===== src/design/pfir_pkg.sv =====
`timescale 1ns / 1ps

package pfir_pkg;

    // Default tap count
    localparam int TAPS_DEFAULT = 31;

    // Fixed field widths
    localparam int MODE_W   = 2;
    localparam int SAMPLE_W = 16;
    localparam int CIDX_W   = 5;
    localparam int COEF_W   = 18;

    // Command queue between front and back
    localparam int QUEUE_DEPTH = 2;

    // Input mode codes
    localparam logic [MODE_W-1:0] MODE_FILTER = 2'd0;
    localparam logic [MODE_W-1:0] MODE_COEF   = 2'd1;
    localparam logic [MODE_W-1:0] MODE_CLEAR  = 2'd2;

    // Classified operation
    typedef enum logic [1:0] {
        OP_FILTER,
        OP_COEF,
        OP_CLEAR
    } t_op;

    typedef struct packed {
        t_op                        op;
        logic signed [SAMPLE_W-1:0] sample;
        logic [CIDX_W-1:0]          coef_index;
        logic signed [COEF_W-1:0]   coef_value;
    } t_cmd;

endpackage


===== src/design/pfir_front.sv =====
`timescale 1ns / 1ps

module pfir_front #(
    parameter int TAPS = pfir_pkg::TAPS_DEFAULT
) (
    input  logic                                  i_clk,
    input  logic                                  i_rst_n,
    input  logic                                  i_push,
    output logic                                  o_full,
    input  logic [pfir_pkg::MODE_W-1:0]           i_mode,
    input  logic signed [pfir_pkg::SAMPLE_W-1:0]  i_sample_in,
    input  logic [pfir_pkg::CIDX_W-1:0]           i_coef_index,
    input  logic signed [pfir_pkg::COEF_W-1:0]    i_coef_value,
    output logic                                  o_cmd_valid,
    output pfir_pkg::t_cmd                        o_cmd,
    input  logic                                  i_cmd_pop
);

    localparam int QAW = (pfir_pkg::QUEUE_DEPTH > 1) ? $clog2(pfir_pkg::QUEUE_DEPTH) : 1;
    localparam int QCW = $clog2(pfir_pkg::QUEUE_DEPTH + 1);

    pfir_pkg::t_cmd   r_q [pfir_pkg::QUEUE_DEPTH];
    logic [QAW-1:0]   r_wp;
    logic [QAW-1:0]   r_rp;
    logic [QCW-1:0]   r_cnt;
    logic [QCW-1:0]   n_cnt;
    pfir_pkg::t_cmd   w_cmd;
    logic             w_keep;
    logic             w_wr;
    logic             w_rd;

    // Classify the beat; unused mode and out-of-range coefficient slots are dropped
    always_comb begin
        w_cmd.sample     = i_sample_in;
        w_cmd.coef_index = i_coef_index;
        w_cmd.coef_value = i_coef_value;
        w_cmd.op         = pfir_pkg::OP_FILTER;
        w_keep           = 1'b0;
        case (i_mode)
            pfir_pkg::MODE_FILTER: begin
                w_cmd.op = pfir_pkg::OP_FILTER;
                w_keep   = 1'b1;
            end
            pfir_pkg::MODE_COEF: begin
                w_cmd.op = pfir_pkg::OP_COEF;
                w_keep   = (32'(i_coef_index) < 32'(TAPS));
            end
            pfir_pkg::MODE_CLEAR: begin
                w_cmd.op = pfir_pkg::OP_CLEAR;
                w_keep   = 1'b1;
            end
            default: begin
                w_keep = 1'b0;
            end
        endcase
    end

    assign o_full      = (r_cnt == QCW'(pfir_pkg::QUEUE_DEPTH));
    assign o_cmd_valid = (r_cnt != '0);
    assign o_cmd       = r_q[r_rp];
    assign w_wr        = i_push && !o_full && w_keep;
    assign w_rd        = i_cmd_pop && o_cmd_valid;

    always_comb begin
        n_cnt = r_cnt;
        if (w_wr && !w_rd) begin
            n_cnt = r_cnt + 1'b1;
        end else if (!w_wr && w_rd) begin
            n_cnt = r_cnt - 1'b1;
        end
    end

    // Queue pointers and count
    always_ff @(posedge i_clk) begin
        if (!i_rst_n) begin
            r_wp  <= '0;
            r_rp  <= '0;
            r_cnt <= '0;
        end else begin
            r_cnt <= n_cnt;
            if (w_wr) begin
                r_wp <= (r_wp == QAW'(pfir_pkg::QUEUE_DEPTH - 1)) ? '0 : r_wp + 1'b1;
            end
            if (w_rd) begin
                r_rp <= (r_rp == QAW'(pfir_pkg::QUEUE_DEPTH - 1)) ? '0 : r_rp + 1'b1;
            end
        end
    end

    // Queue storage
    always_ff @(posedge i_clk) begin
        if (w_wr) begin
            r_q[r_wp] <= w_cmd;
        end
    end

endmodule


===== src/design/pfir_back.sv =====
`timescale 1ns / 1ps

module pfir_back #(
    parameter int TAPS = pfir_pkg::TAPS_DEFAULT
) (
    input  logic                                  i_clk,
    input  logic                                  i_rst_n,
    input  logic                                  i_cmd_valid,
    input  pfir_pkg::t_cmd                        i_cmd,
    output logic                                  o_cmd_pop,
    output logic                                  o_empty,
    input  logic                                  i_pop,
    output logic signed [pfir_pkg::SAMPLE_W-1:0]  o_sample_out,
    output logic                                  o_clipped
);

    localparam int PW     = $clog2(TAPS);
    localparam int PROD_W = pfir_pkg::SAMPLE_W + pfir_pkg::COEF_W;
    localparam int ACC_W  = PROD_W + $clog2(TAPS);
    localparam int SW     = pfir_pkg::SAMPLE_W;
    localparam int FRAC   = 16;

    localparam logic [PW-1:0]          LAST    = PW'(TAPS - 1);
    localparam logic signed [ACC_W-1:0] HALF    = ACC_W'(32768);
    localparam logic signed [ACC_W-1:0] SAT_MAX = ACC_W'(32767);
    localparam logic signed [ACC_W-1:0] SAT_MIN = ACC_W'(-32768);

    typedef enum logic [1:0] {
        ST_IDLE,
        ST_MAC,
        ST_DRAIN,
        ST_ROUND
    } t_state;

    t_state                          r_state;
    logic [PW-1:0]                   r_ptr;
    logic [PW-1:0]                   r_pos;
    logic [PW-1:0]                   r_cidx;
    logic [TAPS-1:0]                 r_hvld;
    logic [TAPS-1:0]                 r_cvld;
    logic                            r_rd_vld;
    logic                            r_hok;
    logic                            r_cok;
    logic signed [SW-1:0]            r_hdata;
    logic signed [pfir_pkg::COEF_W-1:0] r_cdata;
    logic                            r_p_vld;
    logic signed [PROD_W-1:0]        r_prod;
    logic signed [ACC_W-1:0]         r_acc;
    logic                            r_out_vld;
    logic signed [SW-1:0]            r_sample_out;
    logic                            r_clipped;

    logic signed [SW-1:0]            r_hist_mem [TAPS];
    logic signed [pfir_pkg::COEF_W-1:0] r_coef_mem [TAPS];

    logic                            w_start;
    logic                            w_hist_we;
    logic                            w_coef_we;
    logic signed [SW-1:0]            w_h;
    logic signed [pfir_pkg::COEF_W-1:0] w_c;
    logic signed [ACC_W-1:0]         w_sum;
    logic signed [ACC_W-1:0]         w_q;
    logic signed [SW-1:0]            w_res;
    logic                            w_clip;

    // Command decode in idle
    assign w_start   = (r_state == ST_IDLE) && i_cmd_valid;
    assign o_cmd_pop = w_start;
    assign w_hist_we = w_start && (i_cmd.op == pfir_pkg::OP_FILTER);
    assign w_coef_we = w_start && (i_cmd.op == pfir_pkg::OP_COEF);

    // Unwritten entries read as zero
    assign w_h = r_hok ? r_hdata : '0;
    assign w_c = r_cok ? r_cdata : '0;

    // Round half up at bit 16, then saturate to Q1.15
    always_comb begin
        w_sum  = r_acc + HALF;
        w_q    = w_sum >>> FRAC;
        w_clip = 1'b0;
        w_res  = w_q[SW-1:0];
        if (w_q > SAT_MAX) begin
            w_res  = SAT_MAX[SW-1:0];
            w_clip = 1'b1;
        end else if (w_q < SAT_MIN) begin
            w_res  = SAT_MIN[SW-1:0];
            w_clip = 1'b1;
        end
    end

    // History and coefficient memories, registered reads
    always_ff @(posedge i_clk) begin
        if (w_hist_we) begin
            r_hist_mem[r_ptr] <= i_cmd.sample;
        end
        if (w_coef_we) begin
            r_coef_mem[PW'(i_cmd.coef_index)] <= i_cmd.coef_value;
        end
        r_hdata <= r_hist_mem[r_pos];
        r_cdata <= r_coef_mem[r_cidx];
    end

    // Sequencer, MAC pipeline and result register
    always_ff @(posedge i_clk) begin
        if (!i_rst_n) begin
            r_state   <= ST_IDLE;
            r_ptr     <= '0;
            r_hvld    <= '0;
            r_cvld    <= '0;
            r_rd_vld  <= 1'b0;
            r_p_vld   <= 1'b0;
            r_out_vld <= 1'b0;
        end else begin
            // read -> multiply -> accumulate
            r_rd_vld <= (r_state == ST_MAC);
            r_hok    <= r_hvld[r_pos];
            r_cok    <= r_cvld[r_cidx];
            r_p_vld  <= r_rd_vld;
            r_prod   <= w_h * w_c;
            if (r_p_vld) begin
                r_acc <= r_acc + ACC_W'(r_prod);
            end

            if (i_pop && r_out_vld) begin
                r_out_vld <= 1'b0;
            end

            case (r_state)
                ST_IDLE: begin
                    if (i_cmd_valid) begin
                        case (i_cmd.op)
                            pfir_pkg::OP_FILTER: begin
                                r_hvld[r_ptr] <= 1'b1;
                                r_pos         <= r_ptr;
                                r_cidx        <= LAST;
                                r_acc         <= '0;
                                r_ptr         <= (r_ptr == '0) ? LAST : r_ptr - 1'b1;
                                r_state       <= ST_MAC;
                            end
                            pfir_pkg::OP_COEF: begin
                                r_cvld[PW'(i_cmd.coef_index)] <= 1'b1;
                            end
                            pfir_pkg::OP_CLEAR: begin
                                r_hvld <= '0;
                                r_ptr  <= '0;
                            end
                            default: begin
                            end
                        endcase
                    end
                end
                ST_MAC: begin
                    r_pos  <= (r_pos == LAST) ? '0 : r_pos + 1'b1;
                    r_cidx <= r_cidx - 1'b1;
                    if (r_cidx == '0) begin
                        r_state <= ST_DRAIN;
                    end
                end
                ST_DRAIN: begin
                    if (!r_rd_vld && !r_p_vld) begin
                        r_state <= ST_ROUND;
                    end
                end
                ST_ROUND: begin
                    // wait for an empty result register
                    if (!r_out_vld) begin
                        r_out_vld    <= 1'b1;
                        r_sample_out <= w_res;
                        r_clipped    <= w_clip;
                        r_state      <= ST_IDLE;
                    end
                end
                default: begin
                    r_state <= ST_IDLE;
                end
            endcase
        end
    end

    assign o_empty      = !r_out_vld;
    assign o_sample_out = r_sample_out;
    assign o_clipped    = r_clipped;

endmodule


===== src/design/programmable_fir_filter_unit.sv =====
`timescale 1ns / 1ps
// Channel   Direction  Handshake          Beat
// input     in         push / full        mode, sample_in, coef_index, coef_value
// result    out        empty / pop        sample_out, clipped
//
// A filter beat runs through the back end, where one shared
// multiply-accumulate walks every tap, with read, multiply and add pipelined.
// Coefficient writes and history clears give no result.
// Synchronous active-low reset clears the history and coefficient valid bits at once.
// A two-deep command queue takes beats while a result waits; the back end holds
// a finished result until it is popped.

module programmable_fir_filter_unit #(
    parameter int TAPS = pfir_pkg::TAPS_DEFAULT
) (
    input  logic                                  i_clk,
    input  logic                                  i_rst_n,
    input  logic                                  push,
    output logic                                  full,
    input  logic [pfir_pkg::MODE_W-1:0]           i_mode,
    input  logic signed [pfir_pkg::SAMPLE_W-1:0]  i_sample_in,
    input  logic [pfir_pkg::CIDX_W-1:0]           i_coef_index,
    input  logic signed [pfir_pkg::COEF_W-1:0]    i_coef_value,
    output logic                                  empty,
    input  logic                                  pop,
    output logic signed [pfir_pkg::SAMPLE_W-1:0]  o_sample_out,
    output logic                                  o_clipped
);

    logic           w_cmd_valid;
    logic           w_cmd_pop;
    pfir_pkg::t_cmd w_cmd;

    // Front: accept and classify
    pfir_front #(
        .TAPS (TAPS)
    ) u_front (
        .i_clk        (i_clk),
        .i_rst_n      (i_rst_n),
        .i_push       (push),
        .o_full       (full),
        .i_mode       (i_mode),
        .i_sample_in  (i_sample_in),
        .i_coef_index (i_coef_index),
        .i_coef_value (i_coef_value),
        .o_cmd_valid  (w_cmd_valid),
        .o_cmd        (w_cmd),
        .i_cmd_pop    (w_cmd_pop)
    );

    // Back: memories, MAC and result register
    pfir_back #(
        .TAPS (TAPS)
    ) u_back (
        .i_clk        (i_clk),
        .i_rst_n      (i_rst_n),
        .i_cmd_valid  (w_cmd_valid),
        .i_cmd        (w_cmd),
        .o_cmd_pop    (w_cmd_pop),
        .o_empty      (empty),
        .i_pop        (pop),
        .o_sample_out (o_sample_out),
        .o_clipped    (o_clipped)
    );

endmodule


===== config.mk =====
export PLATFORM = sky130hd
export DESIGN_NAME = programmable_fir_filter_unit
export DESIGN_NICKNAME = d
export VERILOG_FILES = /design/src/design/pfir_pkg.sv /design/src/design/pfir_front.sv /design/src/design/pfir_back.sv /design/src/design/programmable_fir_filter_unit.sv
export SDC_FILE = /design/constraint.sdc
export NUM_CORES = 2
export LEC_CHECK = 0
export ABC_AREA = 1
export BUFFER_PORTS_ARGS = -buffer_cell sky130_fd_sc_hd__buf_2
export CAP_MARGIN = 20
export CORE_ASPECT_RATIO = 1.1
export CORE_MARGIN = 4
export CORE_UTILIZATION = 60
export DETAILED_ROUTE_END_ITERATION = 8
export PLACE_DENSITY = 0.76
export SYNTH_ARGS = -nofsm -noshare
export SYNTH_HDL_FRONTEND = slang
export SYNTH_HIERARCHICAL = 1
export SYNTH_SLANG_ARGS = --single-unit

===== constraint.sdc =====
create_clock -name i_clk -period 12.2 [get_ports i_clk]
set_input_delay 0.61 -clock i_clk [delete_from_list [all_inputs] [get_ports i_clk]]
set_output_delay 0.61 -clock i_clk [all_outputs]
set_load 0.005 [all_outputs]

* Word level (Yosys, flattened, before mapping)
Memory sizes are Yosys's and may differ from the RTL's. A register that Yosys moved wholly into a read port is not among the register bits.
Index checks and enable logic that the tools add are counted.
** Word-level totals
- Flip-flop bits (word level) :: 178
- RAM bits :: 1136
- Output and inout port bits :: 19
- Memories kept :: 3
** Operators by class
- $add $sub $neg :: 9
- $mul :: 1
- $lt $le $gt $ge :: 9
- Equality and inequality tests :: 14
- Mux-type cells :: 49
- Bitwise logic cells :: 3
- Reductions and logical operators :: 33
** Memory list
- u_back.r_coef_mem :: words 31, bits a word 18, read ports 1, clocked after memory_dff 1, wr ports 1, line pfir_back.sv:54 : logic signed [pfir_pkg::COEF_W-1:0] r_coef_mem [TAPS];
- u_back.r_hist_mem :: words 31, bits a word 16, read ports 1, clocked after memory_dff 1, wr ports 1, line pfir_back.sv:53 : logic signed [SW-1:0] r_hist_mem [TAPS];
- u_front.r_q :: words 2, bits a word 41, read ports 1, clocked after memory_dff 1, wr ports 1, line pfir_front.sv:22 : pfir_pkg::t_cmd r_q [pfir_pkg::QUEUE_DEPTH];
** Operator list (number)
- 2-to-1 mux 39 bit :: 4
- bitwise OR 31 bit :: 2
- case mux 31 bit (2 select lines) :: 1
- adder 39 x 17 -> 39 bit, second input constant :: 1
- adder 39 x 34 -> 39 bit :: 1
- multiplier 16 x 18 -> 34 bit :: 1
- 2-to-1 mux 16 bit :: 2
- 2-to-1 mux 5 bit :: 6
- case mux 5 bit (2 select lines) :: 3
- < comparator 5 x 6 -> 1 bit, second input constant :: 4
- greater-than comparator 23 x 16 -> 1 bit, second input constant :: 1
- < comparator 23 x 16 -> 1 bit, second input constant :: 1
- 2-to-1 mux 1 bit :: 18
- 2-to-1 mux 18 bit :: 1
- 2-to-1 mux 2 bit :: 7
- logical AND 1 bit :: 12
- binary-select mux 1 bit (select 5 bit) :: 2
- demux 1 bit (select 5 bit) :: 2
- == test 2 bit, second input constant :: 5
- greater-or-equal comparator 5 x 1 -> 1 bit, second input constant :: 2
- logical NOT 5 bit :: 2
- subtractor 5 x 1 -> 5 bit, second input constant :: 2
- AND reduction 3 bit :: 3
- case mux 2 bit (4 select lines) :: 1
- other kinds (18) :: 34

* Logic depth before layout (Yosys ltp)
- Depth after elaboration :: 8
- Mapped depth :: 29

* Modules after synthesis
Netlist, hierarchy kept.
** By module, submodules not included
- pfir_back :: instances 1, cells an instance 5831, area an instance 63036.7 um^2, seq. area each 36835.3 um^2
- pfir_front :: instances 1, cells an instance 167, area an instance 3420.8 um^2, seq. area each 2562.5 um^2

* Worst setup path after synthesis
No wires, ideal clock.
- Kind :: reg-to-reg
- Start :: reg u_back.r_hok
- End :: reg u_back.r_prod[28] (data pin)
- Setup time :: 0.253 ns
- Arrival :: 5.819 ns
- Data required time :: 11.947 ns
- Path slack :: 6.128 ns
- Stages on the path, launching flop included :: 24
- Buffers on the path :: 2
- Period minus slack after synthesis :: 6.072 ns
- Path through :: edfxtp_1 clkbuf_1 clkbuf_1 nand2_1 nor2_1 fa_1 fa_1 inv_1 fa_1 inv_1 fa_1 fa_1 inv_1 fa_1 inv_1 ha_1 nand2_1 nor2_1 inv_1 nor2_1 and3_1 nand2_1 nand4_1 nand2_1
** Between the ends
- Word-level cells in the longest chain between the ends :: 2
** RTL lines
- start, declared :: line pfir_back.sv:42 : logic r_hok;
- start signal, assigned :: line pfir_back.sv:116 : r_hok <= r_hvld[r_pos];
- 2-to-1 mux 16 bit :: line pfir_back.sv:73 : assign w_h = r_hok ? r_hdata : '0;
- multiplier 16 x 18 -> 34 bit :: line pfir_back.sv:119 : r_prod <= w_h * w_c;
- end signal, assigned :: line pfir_back.sv:119
- end, declared :: line pfir_back.sv:47 : logic signed [PROD_W-1:0] r_prod;
No other way between the ends.
A chain may end at the register's enable or synchronous reset.

* Final worst setup path
- Start :: reg u_back.r_hok
- End :: reg u_back.r_prod[24] (data pin)
Same word-level chain as after synthesis.

==> impl_metrics.toml <==
[routing]
ant_nets = 0
routed_wl_mm = 171.0
drtIter0Drc = 5468
drc = 0
viasPerCell = 6.052
dr.pass1.iters = 6
num_vias = 45647
wire_per_inst_um = 22.67

[timing]
tightest_slew_ns = 1.170
worst_hold_slack_ns = 0.04651
worst_slack_ns = 5.028
hold_violations = 0
fin_skew_ns = 0.03873
max_freq_mhz = 139.4
rsz0062_at_grt = "false"
slew_headroom_pct = 22.02
finalSetupViolCount = 0
slew_viol_final = 0
min_period_ns = 7.172
finalCritPeriodShare_pct = 58.79
fin_setup_tns_ns = 0

[logic_synthesis]
syn_inst = 5998
synth_warnings = 6
ys_async_sr_fraction_pct = 0
synth_area_per_cell_um2 = 11.08
ys_seq_area_share_pct = 59.28
ys_ff_latch = 1349
synth_cell_types = 52
synth-edff-count = 1238
syn_nets = 6471
synthMostInstantiatedCell = "edfxtp_1"
synth_area_um2 = 66460
yosysTopAreaCell = "edfxtp_1"
ys_top_cells_by_count = "edfxtp_1 (1,238), nor2_1 (963), nand2_1 (777)"
yosys-top-cells-area = "edfxtp_1 (56%), fa_1 (8.8%), nor2_1 (5.4%), o21ai_0 (4.4%), nand2_1 (4.4%)"
ys.flop_type = "edfxtp_1"
synth_top_area_share_pct = 55.94

[clock_tree]
clk_latency_ns = 0.76
cts_tree = "built"
h-tree-depth = 4
cts.sink_count = 1349
ctsResizeCount = 0
path_clk_slew_ns = 0.06
clockBufferDepth = 3
root_buffer = "clkbuf_16"
cts_made_buffers = 133

[power]
p_sw_mw = 7.232
power.leakage_nw = 27.12
seq_power_share_pct = 33.9
swShare_pct = 40.68
totalPowerFinal_mw = 17.78
p_int_mw = 10.54
comb_power_share_pct = 43.6
ir_worst_vdd_mv = 0.2113
power_density_nw_per_um2 = 244.6
clkPwrFrac_pct = 22.5

[setup_path]
worst_setup_path_start_kind = "flop"
critical_path.max_stage_delay_ns = 0.68
worstPathCellList = "nand2_1 > inv_1 > nand2_1 > fa_1 > inv_1 > fa_1 > inv_1 > fa_1 > inv_1 > fa_1 > fa_1 > inv_1 > fa_1 > inv_1 > ha_1 > nand2_1 > nor2_1 > nand2_1 > o21ai_0 > a21oi_1 > o211ai_1 > nand2_1"
worstSetupPathType = "flop to flop"
crit_path_end_kind = "flop"
cp_slowest_cell = "edfxtp_1"
crit_required_ns = 12.71
crit_arrival_ns = 7.68
cp_max_fo = 17

[place]
hpwl_mm = 107.3
dpl_worst_slack_ns = 5.156
numPortBuffers = 63
place.gp.congestion = 0.9294

[die]
pin_count = 64
die_w_um = 325.3
coreArea_um2 = 109500
die_h_um = 357.1
num_rows = 127
initial_core_util_pct = 60.70
die-area_um2 = 116200

[flow_run]
cap_violations = 0

[run_status]
outcome = "finished, final reports clean"

[global_route]
grt_max_degree = 181
grt_pass1_vias = 44888
grt_antenna_before_repair = 4
overflow = 0
track_usage_pct = 29.34
grt_pass1_wl_mm = 260.9

[min_path]
hold_path_class = "input pin to flop"

[layout]
fillers = 7903
layout.nets = 6488
final_core_util_pct = 66.39
syn_to_final_growth_pct = 9.372
drive_gt1_share_pct = 7.058
placed cells by master (no fill, tap or decap), types with 84 or more instances in the layout:
cell type	netlist	layout
a21oi_1	199	199
buf_4	0	84
clkbuf_16	0	136
dfxtp_1	111	109
edfxtp_1	1238	1238
fa_1	291	291
ha_1	137	137
inv_1	613	610
nand2_1	777	777
nand3_1	171	171
nor2_1	963	936
o21ai_0	589	589
o22ai_1	186	186
kinds of logic (layout without fill, tap and decap cells):
family                   after synthesis  in the layout  share of synthesized area (%)
AO/OA/AOI/OAI                       1193           1193                          10.28
XOR/XNOR                              59             59                         0.7776
adder cells (fa/ha/maj)              428            428                          11.35
buffers and inverters                912           1035                          5.321
flip-flops                          1349           1349                          59.28
multiplexers                          41             41                         0.9206
other                                  0              3                              0
AND/OR/NAND/NOR                     2016           2016                          12.08
metal layers:
layer | track usage [%] | up-vias | share of wire [%]
met5 | 0 | - | 0
met2 | 48.84 | 2263 | 48
met3 | 5.049 | 411 | 9.1
met4 | 12.40 | 0 | 4.2
li1 | - | 20706 | -
met1 | 38.64 | 22267 | 38
repair_timing:
item	in CTS	in global routing
buffers inserted	0	0
hold buffers	9	0
endpoints found under the hold margin	18	0
cell type report:
class | count | area [um2] | area share, %
antenna | 3 | 7.507 | 0.01033
clock buffer | 188 | 3769 | 5.185
timing repair buffer | 160 | 1141 | 1.570
sequential | 1349 | 39400 | 54.21
inverter | 634 | 2397 | 3.298
multi-input combinational | 3737 | 23660 | 32.55
tap | 1419 | 1775 | 2.443
clock inverter | 53 | 539.3 | 0.7419
power groups by stage:
stage / Combinational [mW] / Clock, mW / Sequential [mW]
after global routing: 8.64 / 4.25 / 6.03
after CTS: 7.69 / 4.05 / 6.02
after global placement: 7.47 / 0 / 6.11
after detailed placement: 7.64 / 0 / 6.11
after floorplan: 5.41 / 0 / 5.98
final: 7.76 / 4.00 / 6.02
critical path: cells and delay by family, from the launching register on:
kind / cells / cell delay [ns]
adder cells (fa/ha/maj): 7 / 3.38
AO/OA/AOI/OAI: 3 / 0.88
AND/OR/NAND/NOR: 6 / 1.04
buffers and inverters: 6 / 0.93
flip-flops: 1 / 0.68
flip-flops by register name, indices dropped and copies added, names as in the netlist, 18 cells and up, named ones only:
name	cells
u_front/r_q	82
u_back/r_coef_mem	558
u_back/r_cvld	31
u_back/r_hist_mem	496
u_back/r_cdata	18
u_back/r_prod	34
u_back/r_hvld	31
u_back/r_acc	39
worst paths after layout:
check | startpoint | endpoint | slack (ns) | cells after the start
worst min-delay path | i_sample_in[4] | u_front/r_q[1][27] | 0.05 | 1
worst min register to register | u_back/r_rd_vld | u_back/r_p_vld | 0.42 | 2
worst max register to register | u_back/r_hok | u_back/r_prod[24] | 5.03 | 22
worst max-delay path | u_back/r_hok | u_back/r_prod[24] | 5.03 | 22
per-stage QoR:
step                      cell area (um2)  std cells
final                               72690       7543
after global routing                72680       7541
after CTS                           72650       7539
after detailed placement            68250       7289
after global placement              68210       7287
after floorplan                     66460       5998
Power figures use the tool's default switching activity.
